[src/hw/rtl/tpm_pkg.sv]
`default_nettype none

package tpm_pkg;

   typedef enum logic [1:0] {
      CMD_TICK   = 2'd0,
      CMD_PIN    = 2'd1,
      CMD_CLEAR  = 2'd2,
      CMD_STATUS = 2'd3
   } cmd_type;

   localparam int CSR_DATA_BITS = 16;
   localparam int CSR_IDX_BITS  = 2;

   localparam logic [CSR_IDX_BITS-1:0] CSR_MIN_ACCEPT = 2'd0;
   localparam logic [CSR_IDX_BITS-1:0] CSR_MIN_VALID  = 2'd1;
   localparam logic [CSR_IDX_BITS-1:0] CSR_STALE      = 2'd2;
   localparam logic [CSR_IDX_BITS-1:0] CSR_RPM_LIMIT  = 2'd3;

   localparam logic [CSR_DATA_BITS-1:0] RST_MIN_ACCEPT = 16'd10;
   localparam logic [CSR_DATA_BITS-1:0] RST_MIN_VALID  = 16'd6;
   localparam logic [CSR_DATA_BITS-1:0] RST_STALE      = 16'd2000;
   localparam logic [CSR_DATA_BITS-1:0] RST_RPM_LIMIT  = 16'd9999;

   // quotient of 60000 / period never exceeds 16 bits
   localparam int QUOT_BITS = 16;
   localparam logic [QUOT_BITS-1:0] MS_PER_MINUTE = 16'd60000;

   typedef struct packed {
      logic                 done;
      logic [QUOT_BITS-1:0] quotient;
   } div_stat_type;

endpackage

`default_nettype wire

[src/hw/rtl/tpm_if.sv]
`default_nettype none

interface tpm_req_if;
   logic               valid;
   logic               ready;
   logic [1:0]         cmd;
   logic               pin_level;
   logic signed [31:0] motor_position;

   modport source (output valid, output cmd, output pin_level, output motor_position,
                   input ready);
   modport sink (input valid, input cmd, input pin_level, input motor_position,
                 output ready);
endinterface

interface tpm_rsp_if;
   logic               valid;
   logic               ready;
   logic [15:0]        rpm;
   logic [31:0]        pulse_total;
   logic [31:0]        period_now;
   logic signed [31:0] latched_position;
   logic               latch_valid;

   modport source (output valid, output rpm, output pulse_total, output period_now,
                   output latched_position, output latch_valid, input ready);
   modport sink (input valid, input rpm, input pulse_total, input period_now,
                 input latched_position, input latch_valid, output ready);
endinterface

`default_nettype wire

[src/hw/rtl/tpm_div.sv]
`default_nettype none

module tpm_div
   import tpm_pkg::*;
#(
   parameter int TIME_BITS = 32
) (
   input  wire logic                 clock,
   input  wire logic                 reset,
   input  wire logic                 start,
   input  wire logic [TIME_BITS-1:0] divisor,
   output div_stat_type              stat
);

   localparam int CW       = TIME_BITS + 1;
   localparam int CNT_BITS = $clog2(QUOT_BITS + 1);

   logic                 busy_ff, busy_in;
   logic                 done_ff, done_in;
   logic [CNT_BITS-1:0]  cnt_ff, cnt_in;
   logic [QUOT_BITS-1:0] rem_ff, rem_in;
   logic [QUOT_BITS-1:0] quo_ff, quo_in;

   logic [QUOT_BITS:0]   trial;
   logic [CW-1:0]        trial_ext;
   logic [CW-1:0]        div_ext;
   logic [CW-1:0]        diff;
   logic                 fits;

   // restoring division, one quotient bit per cycle; dividend bits shift
   // out of the top of quo_ff while quotient bits shift in at the bottom
   always_comb begin
      trial     = {rem_ff, quo_ff[QUOT_BITS-1]};
      trial_ext = CW'(trial);
      div_ext   = CW'(divisor);
      fits      = trial_ext >= div_ext;
      diff      = trial_ext - div_ext;

      busy_in = busy_ff;
      done_in = 1'b0;
      cnt_in  = cnt_ff;
      rem_in  = rem_ff;
      quo_in  = quo_ff;

      if (start) begin
         busy_in = 1'b1;
         cnt_in  = CNT_BITS'(QUOT_BITS);
         rem_in  = '0;
         quo_in  = MS_PER_MINUTE;
      end else if (busy_ff) begin
         rem_in = fits ? diff[QUOT_BITS-1:0] : trial[QUOT_BITS-1:0];
         quo_in = {quo_ff[QUOT_BITS-2:0], fits};
         cnt_in = cnt_ff - 1'b1;
         if (cnt_ff == CNT_BITS'(1)) begin
            busy_in = 1'b0;
            done_in = 1'b1;
         end
      end
   end

   always_ff @(posedge clock) begin
      if (reset) begin
         busy_ff <= 1'b0;
         done_ff <= 1'b0;
         cnt_ff  <= '0;
      end else begin
         busy_ff <= busy_in;
         done_ff <= done_in;
         cnt_ff  <= cnt_in;
      end
      rem_ff <= rem_in;
      quo_ff <= quo_in;
   end

   assign stat.done     = done_ff;
   assign stat.quotient = quo_ff;

endmodule

`default_nettype wire

[src/hw/rtl/tacho_period_rpm_meter.sv]
`default_nettype none

// Tachometer meter: tick requests advance a millisecond counter, pin-change
// requests capture the motor position (once per clear) and, on a falling
// level, count a pulse and measure the period since the previous low edge.
// Every request returns one response with rpm = min(limit, 60000 / period),
// forced to zero for a short or stale period. Each request passes through
// the state update, the serial divider (one quotient bit per cycle over 16
// bits), saturation and the response register load, which waits while an
// older response is untaken; then the block is ready again. The response
// register lets the block take the next request while a response waits.
module tacho_period_rpm_meter
   import tpm_pkg::*;
#(
   parameter int TIME_BITS = 32
) (
   input  wire logic                     clock,
   input  wire logic                     reset,
   tpm_req_if.sink                       req_ch,
   tpm_rsp_if.source                     rsp_ch,
   input  wire logic                     csr_we,
   input  wire logic [CSR_IDX_BITS-1:0]  csr_index,
   input  wire logic [CSR_DATA_BITS-1:0] csr_wdata
);

   typedef enum logic [2:0] {
      ST_IDLE = 3'b001,
      ST_DIV  = 3'b010,
      ST_HOLD = 3'b100
   } state_type;

   state_type state_ff, state_in;

   logic [CSR_DATA_BITS-1:0] min_accept_ff, min_valid_ff, stale_ff, rpm_limit_ff;

   logic [TIME_BITS-1:0] time_ff, time_in;
   logic [TIME_BITS-1:0] last_low_ff, last_low_in;
   logic                 have_low_ff, have_low_in;
   logic [TIME_BITS-1:0] period_ff, period_in;
   logic [31:0]          pulse_ff, pulse_in;
   logic signed [31:0]   pos_latch_ff, pos_latch_in;
   logic                 latch_full_ff, latch_full_in;

   logic                 div_start_ff;
   logic                 zero_ff, zero_in;
   logic [15:0]          rpm_ff, rpm_in;

   logic                 rsp_valid_ff, rsp_valid_in;
   logic [15:0]          rsp_rpm_ff;
   logic [31:0]          rsp_pulse_ff;
   logic [31:0]          rsp_period_ff;
   logic signed [31:0]   rsp_pos_ff;
   logic                 rsp_latch_ff;

   logic                 accept;
   logic                 rsp_load;
   logic [TIME_BITS-1:0] elapsed;
   div_stat_type         div_stat;

   tpm_div #(
      .TIME_BITS (TIME_BITS)
   ) u_div (
      .clock   (clock),
      .reset   (reset),
      .start   (div_start_ff),
      .divisor (period_ff),
      .stat    (div_stat)
   );

   assign req_ch.ready = (state_ff == ST_IDLE);
   assign accept       = req_ch.valid && req_ch.ready;
   assign elapsed      = time_ff - last_low_ff;
   assign rsp_load     = (state_ff == ST_HOLD) && (!rsp_valid_ff || rsp_ch.ready);

   always_ff @(posedge clock) begin
      if (reset) begin
         min_accept_ff <= RST_MIN_ACCEPT;
         min_valid_ff  <= RST_MIN_VALID;
         stale_ff      <= RST_STALE;
         rpm_limit_ff  <= RST_RPM_LIMIT;
      end else if (csr_we) begin
         unique case (csr_index)
            CSR_MIN_ACCEPT: min_accept_ff <= csr_wdata;
            CSR_MIN_VALID:  min_valid_ff  <= csr_wdata;
            CSR_STALE:      stale_ff      <= csr_wdata;
            CSR_RPM_LIMIT:  rpm_limit_ff  <= csr_wdata;
            default: ;
         endcase
      end
   end

   // request update
   always_comb begin
      time_in       = time_ff;
      last_low_in   = last_low_ff;
      have_low_in   = have_low_ff;
      period_in     = period_ff;
      pulse_in      = pulse_ff;
      pos_latch_in  = pos_latch_ff;
      latch_full_in = latch_full_ff;

      if (accept) begin
         unique case (cmd_type'(req_ch.cmd))
            CMD_TICK: time_in = time_ff + 1'b1;
            CMD_PIN: begin
               if (!latch_full_ff) begin
                  pos_latch_in  = req_ch.motor_position;
                  latch_full_in = 1'b1;
               end
               if (!req_ch.pin_level) begin
                  pulse_in = pulse_ff + 1'b1;
                  if (have_low_ff && (elapsed >= TIME_BITS'(min_accept_ff))) begin
                     period_in = elapsed;
                  end
                  last_low_in = time_ff;
                  have_low_in = 1'b1;
               end
            end
            CMD_CLEAR:  latch_full_in = 1'b0;
            CMD_STATUS: ;
            default: ;
         endcase
      end
   end

   // sequencing and rpm
   always_comb begin
      state_in = state_ff;
      zero_in  = zero_ff;
      rpm_in   = rpm_ff;

      unique case (state_ff)
         ST_IDLE: begin
            if (accept) begin
               state_in = ST_DIV;
            end
         end
         ST_DIV: begin
            zero_in = (period_ff == '0) ||
                      (period_ff < TIME_BITS'(min_valid_ff)) ||
                      (elapsed > TIME_BITS'(stale_ff));
            if (div_stat.done) begin
               state_in = ST_HOLD;
               if (zero_ff) begin
                  rpm_in = '0;
               end else if (div_stat.quotient > rpm_limit_ff) begin
                  rpm_in = rpm_limit_ff;
               end else begin
                  rpm_in = div_stat.quotient;
               end
            end
         end
         ST_HOLD: begin
            if (rsp_load) begin
               state_in = ST_IDLE;
            end
         end
         default: state_in = ST_IDLE;
      endcase

      rsp_valid_in = rsp_valid_ff && !rsp_ch.ready;
      if (rsp_load) begin
         rsp_valid_in = 1'b1;
      end
   end

   always_ff @(posedge clock) begin
      if (reset) begin
         state_ff      <= ST_IDLE;
         time_ff       <= '0;
         last_low_ff   <= '0;
         have_low_ff   <= 1'b0;
         period_ff     <= '0;
         pulse_ff      <= '0;
         pos_latch_ff  <= '0;
         latch_full_ff <= 1'b0;
         div_start_ff  <= 1'b0;
         rsp_valid_ff  <= 1'b0;
      end else begin
         state_ff      <= state_in;
         time_ff       <= time_in;
         last_low_ff   <= last_low_in;
         have_low_ff   <= have_low_in;
         period_ff     <= period_in;
         pulse_ff      <= pulse_in;
         pos_latch_ff  <= pos_latch_in;
         latch_full_ff <= latch_full_in;
         div_start_ff  <= accept;
         rsp_valid_ff  <= rsp_valid_in;
      end
      zero_ff <= zero_in;
      rpm_ff  <= rpm_in;
      if (rsp_load) begin
         rsp_rpm_ff    <= rpm_ff;
         rsp_pulse_ff  <= pulse_ff;
         rsp_period_ff <= 32'(period_ff);
         rsp_pos_ff    <= latch_full_ff ? pos_latch_ff : '0;
         rsp_latch_ff  <= latch_full_ff;
      end
   end

   assign rsp_ch.valid            = rsp_valid_ff;
   assign rsp_ch.rpm              = rsp_rpm_ff;
   assign rsp_ch.pulse_total      = rsp_pulse_ff;
   assign rsp_ch.period_now       = rsp_period_ff;
   assign rsp_ch.latched_position = rsp_pos_ff;
   assign rsp_ch.latch_valid      = rsp_latch_ff;

`ifndef SYNTH
   a_accept_starts_div: assert property (@(posedge clock) disable iff (reset)
      accept |=> (state_ff == ST_DIV) && div_start_ff)
      else $error("accepted request did not start the divider");

   a_done_only_in_div: assert property (@(posedge clock) disable iff (reset)
      div_stat.done |-> (state_ff == ST_DIV))
      else $error("divider finished outside the divide phase");

   a_rsp_from_hold: assert property (@(posedge clock) disable iff (reset)
      $rose(rsp_valid_ff) |-> ($past(state_ff) == ST_HOLD))
      else $error("response raised without a finished request");

   a_no_latch_zero_pos: assert property (@(posedge clock) disable iff (reset)
      (rsp_valid_ff && !rsp_latch_ff) |-> (rsp_pos_ff == '0))
      else $error("position reported without a capture");
`endif

endmodule

`default_nettype wire

[src/flat_wrapper.sv]
// flat-port wrapper written by rule: the top's interface ports become plain ports
module tacho_period_rpm_meter_flat import tpm_pkg::*;
#(
   parameter int TIME_BITS = 32
)
  (clock, reset, csr_we, csr_index, csr_wdata, req_ch_valid, req_ch_cmd, req_ch_pin_level, req_ch_motor_position, req_ch_ready, rsp_ch_valid, rsp_ch_rpm, rsp_ch_pulse_total, rsp_ch_period_now, rsp_ch_latched_position, rsp_ch_latch_valid, rsp_ch_ready);
  tpm_req_if req_ch_i ();
  tpm_rsp_if rsp_ch_i ();
  input  wire logic clock;
  input  wire logic reset;
  input  wire logic csr_we;
  input  wire logic [CSR_IDX_BITS-1:0] csr_index;
  input  wire logic [CSR_DATA_BITS-1:0] csr_wdata;
  input wire logic [$bits(req_ch_i.valid)-1:0] req_ch_valid;
  input wire logic [$bits(req_ch_i.cmd)-1:0] req_ch_cmd;
  input wire logic [$bits(req_ch_i.pin_level)-1:0] req_ch_pin_level;
  input wire logic [$bits(req_ch_i.motor_position)-1:0] req_ch_motor_position;
  output wire logic [$bits(req_ch_i.ready)-1:0] req_ch_ready;
  output wire logic [$bits(rsp_ch_i.valid)-1:0] rsp_ch_valid;
  output wire logic [$bits(rsp_ch_i.rpm)-1:0] rsp_ch_rpm;
  output wire logic [$bits(rsp_ch_i.pulse_total)-1:0] rsp_ch_pulse_total;
  output wire logic [$bits(rsp_ch_i.period_now)-1:0] rsp_ch_period_now;
  output wire logic [$bits(rsp_ch_i.latched_position)-1:0] rsp_ch_latched_position;
  output wire logic [$bits(rsp_ch_i.latch_valid)-1:0] rsp_ch_latch_valid;
  input wire logic [$bits(rsp_ch_i.ready)-1:0] rsp_ch_ready;
  assign req_ch_i.valid = req_ch_valid;
  assign req_ch_i.cmd = req_ch_cmd;
  assign req_ch_i.pin_level = req_ch_pin_level;
  assign req_ch_i.motor_position = req_ch_motor_position;
  assign req_ch_ready = req_ch_i.ready;
  assign rsp_ch_valid = rsp_ch_i.valid;
  assign rsp_ch_rpm = rsp_ch_i.rpm;
  assign rsp_ch_pulse_total = rsp_ch_i.pulse_total;
  assign rsp_ch_period_now = rsp_ch_i.period_now;
  assign rsp_ch_latched_position = rsp_ch_i.latched_position;
  assign rsp_ch_latch_valid = rsp_ch_i.latch_valid;
  assign rsp_ch_i.ready = rsp_ch_ready;
  tacho_period_rpm_meter #(.TIME_BITS(TIME_BITS)) u_core (.clock(clock), .reset(reset), .req_ch(req_ch_i), .rsp_ch(rsp_ch_i), .csr_we(csr_we), .csr_index(csr_index), .csr_wdata(csr_wdata));
endmodule
[config.mk]
export PLATFORM = sky130hd
export DESIGN_NAME = tacho_period_rpm_meter_flat
export DESIGN_NICKNAME = d
export VERILOG_FILES = /design/src/hw/rtl/tpm_pkg.sv /design/src/hw/rtl/tpm_if.sv /design/src/hw/rtl/tpm_div.sv /design/src/hw/rtl/tacho_period_rpm_meter.sv /design/src/flat_wrapper.sv
export SDC_FILE = /design/constraint.sdc
export NUM_CORES = 1
export LEC_CHECK = 0
export ABC_AREA = 1
export BUFFER_PORTS_ARGS = -buffer_cell sky130_fd_sc_hd__buf_2
export CAP_MARGIN = 15
export CORE_AREA = 2 2 320 164
export CTS_BUF_LIST = sky130_fd_sc_hd__clkbuf_8
export CTS_CLUSTER_SIZE = 14
export DETAILED_ROUTE_END_ITERATION = 10
export DIE_AREA = 0 0 322 166
export REMOVE_ABC_BUFFERS = 1
export SYNTH_ARGS = -nofsm -noshare
export SYNTH_HDL_FRONTEND = slang
export SYNTH_SLANG_ARGS = --single-unit
export TNS_END_PERCENT = 5
[constraint.sdc]
create_clock -name clock -period 10.8 [get_ports clock]
set_clock_uncertainty 0.05 [all_clocks]
set_input_delay 2.16 -clock clock [delete_from_list [all_inputs] [get_ports clock]]
set_output_delay 2.16 -clock clock [all_outputs]
set_load 0.01 [all_outputs]
**Word-level counts from Yosys, hierarchy flattened**

Cells that the tools add are included.

- Register bits after elaboration: 400
- Word-level logic and storage cells: 93
- Output and inout port bits: 115
- Input port bits: 58

- Add/sub/neg operators: 5
- Bitwise operators: 3
- Order comparisons: 5
- Reductions and logical operators: 27
- Equality and inequality tests: 12
- Mux-type cells: 14

Operator list:

| operator | count |
|---|---|
| $add 32x1->32 const B | 2 |
| $ge 17x32->1 | 1 |
| $ge 32x16->1 | 1 |
| $gt 32x16->1 | 1 |
| $logic_not 32->1 | 1 |
| $lt 32x16->1 | 1 |
| $mux 16 | 2 |
| $sub 32x32->32 | 1 |
| $gt 16x16->1 | 1 |
| $sub 16x16->16 | 1 |
| $reduce_and 2->1 | 7 |
| $mux 5 | 2 |
| $mux 3 | 3 |
| $pmux 3 s3 | 1 |
| $reduce_and 3->1 | 3 |
| $eq 2x2->1 const B | 3 |
| $eq 5x1->1 const B | 1 |
| $mux 1 | 5 |
| $sub 5x1->5 const B | 1 |
| $eq 2x1->1 const B | 2 |
| $logic_and 1x1->1 | 4 |
| $logic_not 2->1 | 2 |
| $ne 2x2->1 const B | 2 |
| $reduce_and 4->1 | 1 |
| 11 further kinds | 17 |

**Depth between registers and ports, before layout**

- Depth after elaboration: 5
- Depth in mapped cells: 24
- Depth with buffers taken out: 23

**Modules after synthesis**

Synthesis repeated with hierarchy kept, for this count alone.

- Cell total of the unflattened synthesis: 2688
- Area total of the unflattened synthesis: 20554.7 µm²

By module, submodules not included:

| module | cells each | instances | sequential area each (µm²) | area each (µm²) |
|---|---|---|---|---|
| tacho_period_rpm_meter | 2250 | 1 | 8528.2 | 17683.2 |
| tpm_div | 438 | 1 | 780.7 | 2871.5 |

**Least setup slack after synthesis**

No wires, ideal clock.

- Kind: input to register
- Start: input rsp_ch_ready
- End: register u_core.rsp_latch_ff, in the netlist u_core.rsp_ch.latch_valid (enable)
- Setup slack: 2.443 ns
- Path buffers: 0
- Stages: 2
- Required time: 10.127 ns
- Arrival time: 7.684 ns
- Library setup time: 0.623 ns
- Cell sequence: inv_1 a21oi_1

- Word-level cells in the longest chain between the ends: 2

RTL lines:

| item | RTL line | text |
|---|---|---|
| start: declaration | flat_wrapper.sv:25 | `input wire logic [$bits(rsp_ch_i.ready)-1:0] rsp_ch_ready;` |
| $logic_or 1x1->1 | tacho_period_rpm_meter.sv:73 | `assign rsp_load = (state_ff == ST_HOLD) && (!rsp_valid_ff \|\| rsp_ch.ready);` |
| $logic_and 1x1->1 | tacho_period_rpm_meter.sv:73 |  |
| net u_core.rsp_load | tacho_period_rpm_meter.sv:56 | `logic rsp_load;` |
| end signal: assignment | tacho_period_rpm_meter.sv:198 | `rsp_latch_ff <= latch_full_ff;` |
| end: declaration | tacho_period_rpm_meter.sv:53 | `logic rsp_latch_ff;` |

The timed path passes the listed nets, and every way through them passes these cells.
A chain may end at the register's enable or synchronous reset.

**Worst setup path after layout**

- Start: input req_ch_cmd[1]
- End: register u_core.pulse_ff[26]

- Word-level cells in the longest chain between the ends: 2

RTL lines:

| item | RTL line | text |
|---|---|---|
| start: declaration | flat_wrapper.sv:15 | `input wire logic [$bits(req_ch_i.cmd)-1:0] req_ch_cmd;` |
| $eq 2x1->1 | tacho_period_rpm_meter.sv:103 | `unique case (cmd_type'(req_ch.cmd))` |
| $reduce_and 3->1 (no source line) | -- |  |
| end signal: assignment | tacho_period_rpm_meter.sv:185 | `pulse_ff <= pulse_in;` |
| end: declaration | tacho_period_rpm_meter.sv:40 | `logic [31:0] pulse_ff, pulse_in;` |

Every way passes these cells.

==> parameters.txt <==
Parameter                              Value

Status
  Outcome ... completed

Synth
  Synthesized area per cell ... 7.735 um2
  Share of the synthesized area in the top cell type ... 27.01%
  Mux share of post-synthesis cell area ... 0%
  Main combinational cell family by area after synthesis ... simple AND/OR/NAND/NOR gates
  Count of different cell masters after synthesis ... 49
  Sequential element share of the synthesized area ... 46.52%
  Synthesis-stage register bit count ... 400
  XOR/XNOR Fraction of Synth Area ... 1.795%
  Mapped cell area ... 20010 um2
  Fraction of registers with async set/reset ... 0%
  Leading area contributor after synthesis ... sky130_fd_sc_hd__dfxtp_1
  Synth warnings ... 0
  Compound-Gate Fraction of Synth Area ... 12.84%
  Flip-flop cell with the highest count after synthesis ... sky130_fd_sc_hd__dfxtp_1
  Post-synthesis instance total ... 2587
  Ranking of synthesized cells by instance count ... sky130_fd_sc_hd__nand2_1, sky130_fd_sc_hd__inv_1, sky130_fd_sc_hd__dfxtp_1
  Most used standard cell by instance count after synthesis ... sky130_fd_sc_hd__nand2_1
  EDFF count, synth ... 130
  Largest cells by area after synthesis ... sky130_fd_sc_hd__dfxtp_1, sky130_fd_sc_hd__edfxtp_1, sky130_fd_sc_hd__nand2_1, sky130_fd_sc_hd__inv_1, sky130_fd_sc_hd__ha_1
  Post-synthesis share of cell area spent on and, or, nand and nor gates ... 21.72%
  Share of synthesized cell area in full adder, half adder and majority cells ... 7.579%

Pwr
  Design internal power ... 2.679 mW
  Power spent charging and discharging nets ... 1.424 mW
  Clock network fraction of design power ... 30.8%
  Switching share of power ... 34.71%
  Cell Pwr Density ... 179.9 nW/um2
  Power share of the combinational group ... 28.0%
  Sequential power share ... 41.2%
  Static power due to leakage ... 10.06 nW
  Worst voltage drop across the vdd grid ... 0.0001616 V

Job
  Max_cap viols ... 0

Routing
  Via density ... 4.950
  Antenna-violating nets left ... 0
  Final wirelength ... 53710 um
  DR DRC count ... 0
  WL/cell ... 15.40 um
  Number of DRC markers in iteration 0 ... 1717
  Number of iterations in the first detailed-routing pass ... 5
  Via Count ... 17260

Die
  Vertical extent of the die ... 166 um
  Core outline area ... 50940 um2
  Starting density of the core ... 39.28%
  Count of boundary I/O pins ... 173
  Area of the die ... 53450 um2
  Number of placement rows ... 59
  Die Span X ... 322 um

Global route
  Largest net degree at the start of global routing ... 96
  Wire length of the first global-routing pass ... 84540 um
  Number of global-route vias before repair ... 15430
  Global routing usage summed across all routing layers ... 19.68%
  Grt total ovfl ... 0
  Number of antenna violations at the first check in global routing ... 0

Timing
  Setup TNS Final ... 0 ps
  Final setup fails ... 0
  Final min period ... 4101 ps
  Setup repair after global routing missed its margin ... no
  Highest clock frequency the design can meet ... 0.2439 GHz
  Hold Vio Cnt, Final ... 0
  Slew at the pin closest to its max-slew limit ... 1004 ps
  Worst hold-check slack ... 366.3 ps
  Share of the clock period used by the worst path after layout ... 37.97%
  Slew headroom ... 32.70%
  Final Max Slew Viols ... 0

Clocking
  Number of buffers on the longest clock path ... 3
  Post-CTS Setup Inserts ... 0
  Post-CTS sizing ... 0
  Hold-fix buffer count after cts ... 0
  Worst-skew pair later-pin latency ... 640 ps
  Deepest level of the CTS H-tree ... 2
  Number of buffers created by CTS ... 60
  Clk Tree Root Cell ... sky130_fd_sc_hd__clkbuf_8
  Clock tree sinks ... 400
  TritonCTS clock tree ... done
  Clock transition time at the flip-flop clock pins of the worst setup and hold paths ... 70 ps

Setup path
  Arrival time worst endpoint ... 4570 ps
  Critical path launch point type ... input pin
  Nature of the critical path endpoint ... flop
  Worst Path Class, Setup ... in -> reg
  Data required time of the critical path ... 11270 ps
  Largest fanout on the critical path ... 36

Layout
  Net count, final ... 2942
  Inserted Diodes ... 0
  Ratio of cells with drive above 1 in the final layout ... 11.29%
  Syn-to-layout area delta ... 14.01%
  FILL cells ... 5150

Place
  Port Buffer Count ... 172
  Detailed Place HPWL ... 40330 um
  Final RePlAce weighted congestion ... 0.9216

Worst hold path
  Path category of the worst min-delay check ... reg -> reg
[cell families (layout without fill, tap and decap cells)]
family                     Yosys count  in the layout
buffers and inverters              494            723
DFF                                400            400
adders and majority gates          120            120
and+or+nand+nor                   1044           1044
AOI/OAI and AO/OA                  488            488
xor gates and xnor gates            41             41
[stage by stage]
step | utilization [%] | worst slack (ps) | power (mW) | cells | instance area [um2]
after floorplan | - | 2443 | 2.541 | 2504 | 19640
after global placement | 42.34 | 6190 | 2.806 | 3372 | 21570
after detailed placement | 42.39 | 6150 | 2.838 | 3373 | 21590
after CTS | 44.79 | 6816 | 4.116 | 3487 | 22810
after global routing | 44.79 | 6396 | 4.373 | 3487 | 22810
final | 44.79 | 6699 | 4.104 | 3487 | 22810
[critical path, cell delays in order]
cell and delay, ps:
sky130_fd_sc_hd__buf_2 110, sky130_fd_sc_hd__inv_1 70, sky130_fd_sc_hd__ha_1 140, sky130_fd_sc_hd__inv_1 50, sky130_fd_sc_hd__nor2_1 110, sky130_fd_sc_hd__nand2_2 80
sky130_fd_sc_hd__buf_4 240, sky130_fd_sc_hd__nor4_2 330, sky130_fd_sc_hd__nand2_1 160, sky130_fd_sc_hd__nor2_1 330, sky130_fd_sc_hd__nand3_1 190, sky130_fd_sc_hd__nor2_1 270
sky130_fd_sc_hd__nand2_1 100, sky130_fd_sc_hd__o21ai_0 150, sky130_fd_sc_hd__a21oi_1 50
[metal layers]
layer / GRT usage, % / up-vias / part of all wire [%]
met3: 5.317 / 83 / 9.9
met2: 23.86 / 536 / 35
met1: 32.86 / 7884 / 54
met5: 0 / - / 0
li1: - / 8756 / -
met4: 4.429 / 0 / 1.7
[registers in the layout, summed over array words and instances, names as in the netlist, 32 cells and up]
register and cells:
u_core.time_ff 32, u_core.rsp_ch.pulse_total 32, u_core.pos_latch_ff 32, u_core.rsp_ch.latched_position 32, u_core.rsp_ch.period_now 32, u_core.period_ff 32, u_core.last_low_ff 32, u_core.pulse_ff 32
[cell type report]
class                      instances  area, um2  share of cell area (%)
sequential                       400       9310                   40.81
inverter                         411       1545                   6.773
timing repair buffer             198       1076                   4.717
clock buffer                      68      935.9                   4.102
clock inverter                    46      284.0                   1.245
tap                              671      839.6                   3.680
multi-input combinational       1693       8822                   38.67
[power groups by stage]
stage	logic [mW]	registers [mW]	clock network, mW
2_1_floorplan	0.841	1.70	0
3_3_place_gp	1.09	1.72	0
3_5_place_dp	1.12	1.72	0
4_1_cts	1.13	1.69	1.30
5_1_grt	1.30	1.70	1.37
6_report	1.15	1.69	1.27
[placed cells by master, fill, tap and decap left out, drive strengths merged, types with 4 or more instances in the layout]
master,instances
xnor2,10
edfxtp,130
nand4,29
nor4,12
inv,426
o21ai,182
dfxtp,270
nand3,110
ha,118
a21oi,259
nor3b,4
clkbuf,68
nor2,257
clkinv,25
o21a,10
nor3,49
xor2,31
and3,5
o211ai,14
nand2,571
buf,198
[path summary, 6_finish.rpt]
check | startpoint | endpoint | slack, ps | depth (start not counted)
worst min-delay path | u_core.rpm_ff[12] | u_core.rsp_ch.rpm[12] | 370 | 0
worst min register to register | u_core.rpm_ff[12] | u_core.rsp_ch.rpm[12] | 370 | 0
worst max register to register | u_core.time_ff[8] | u_core.period_ff[30] | 6780 | 17
worst max-delay path | req_ch_cmd[1] | u_core.pulse_ff[26] | 6700 | 15
(Power assumes the default switching activity.)
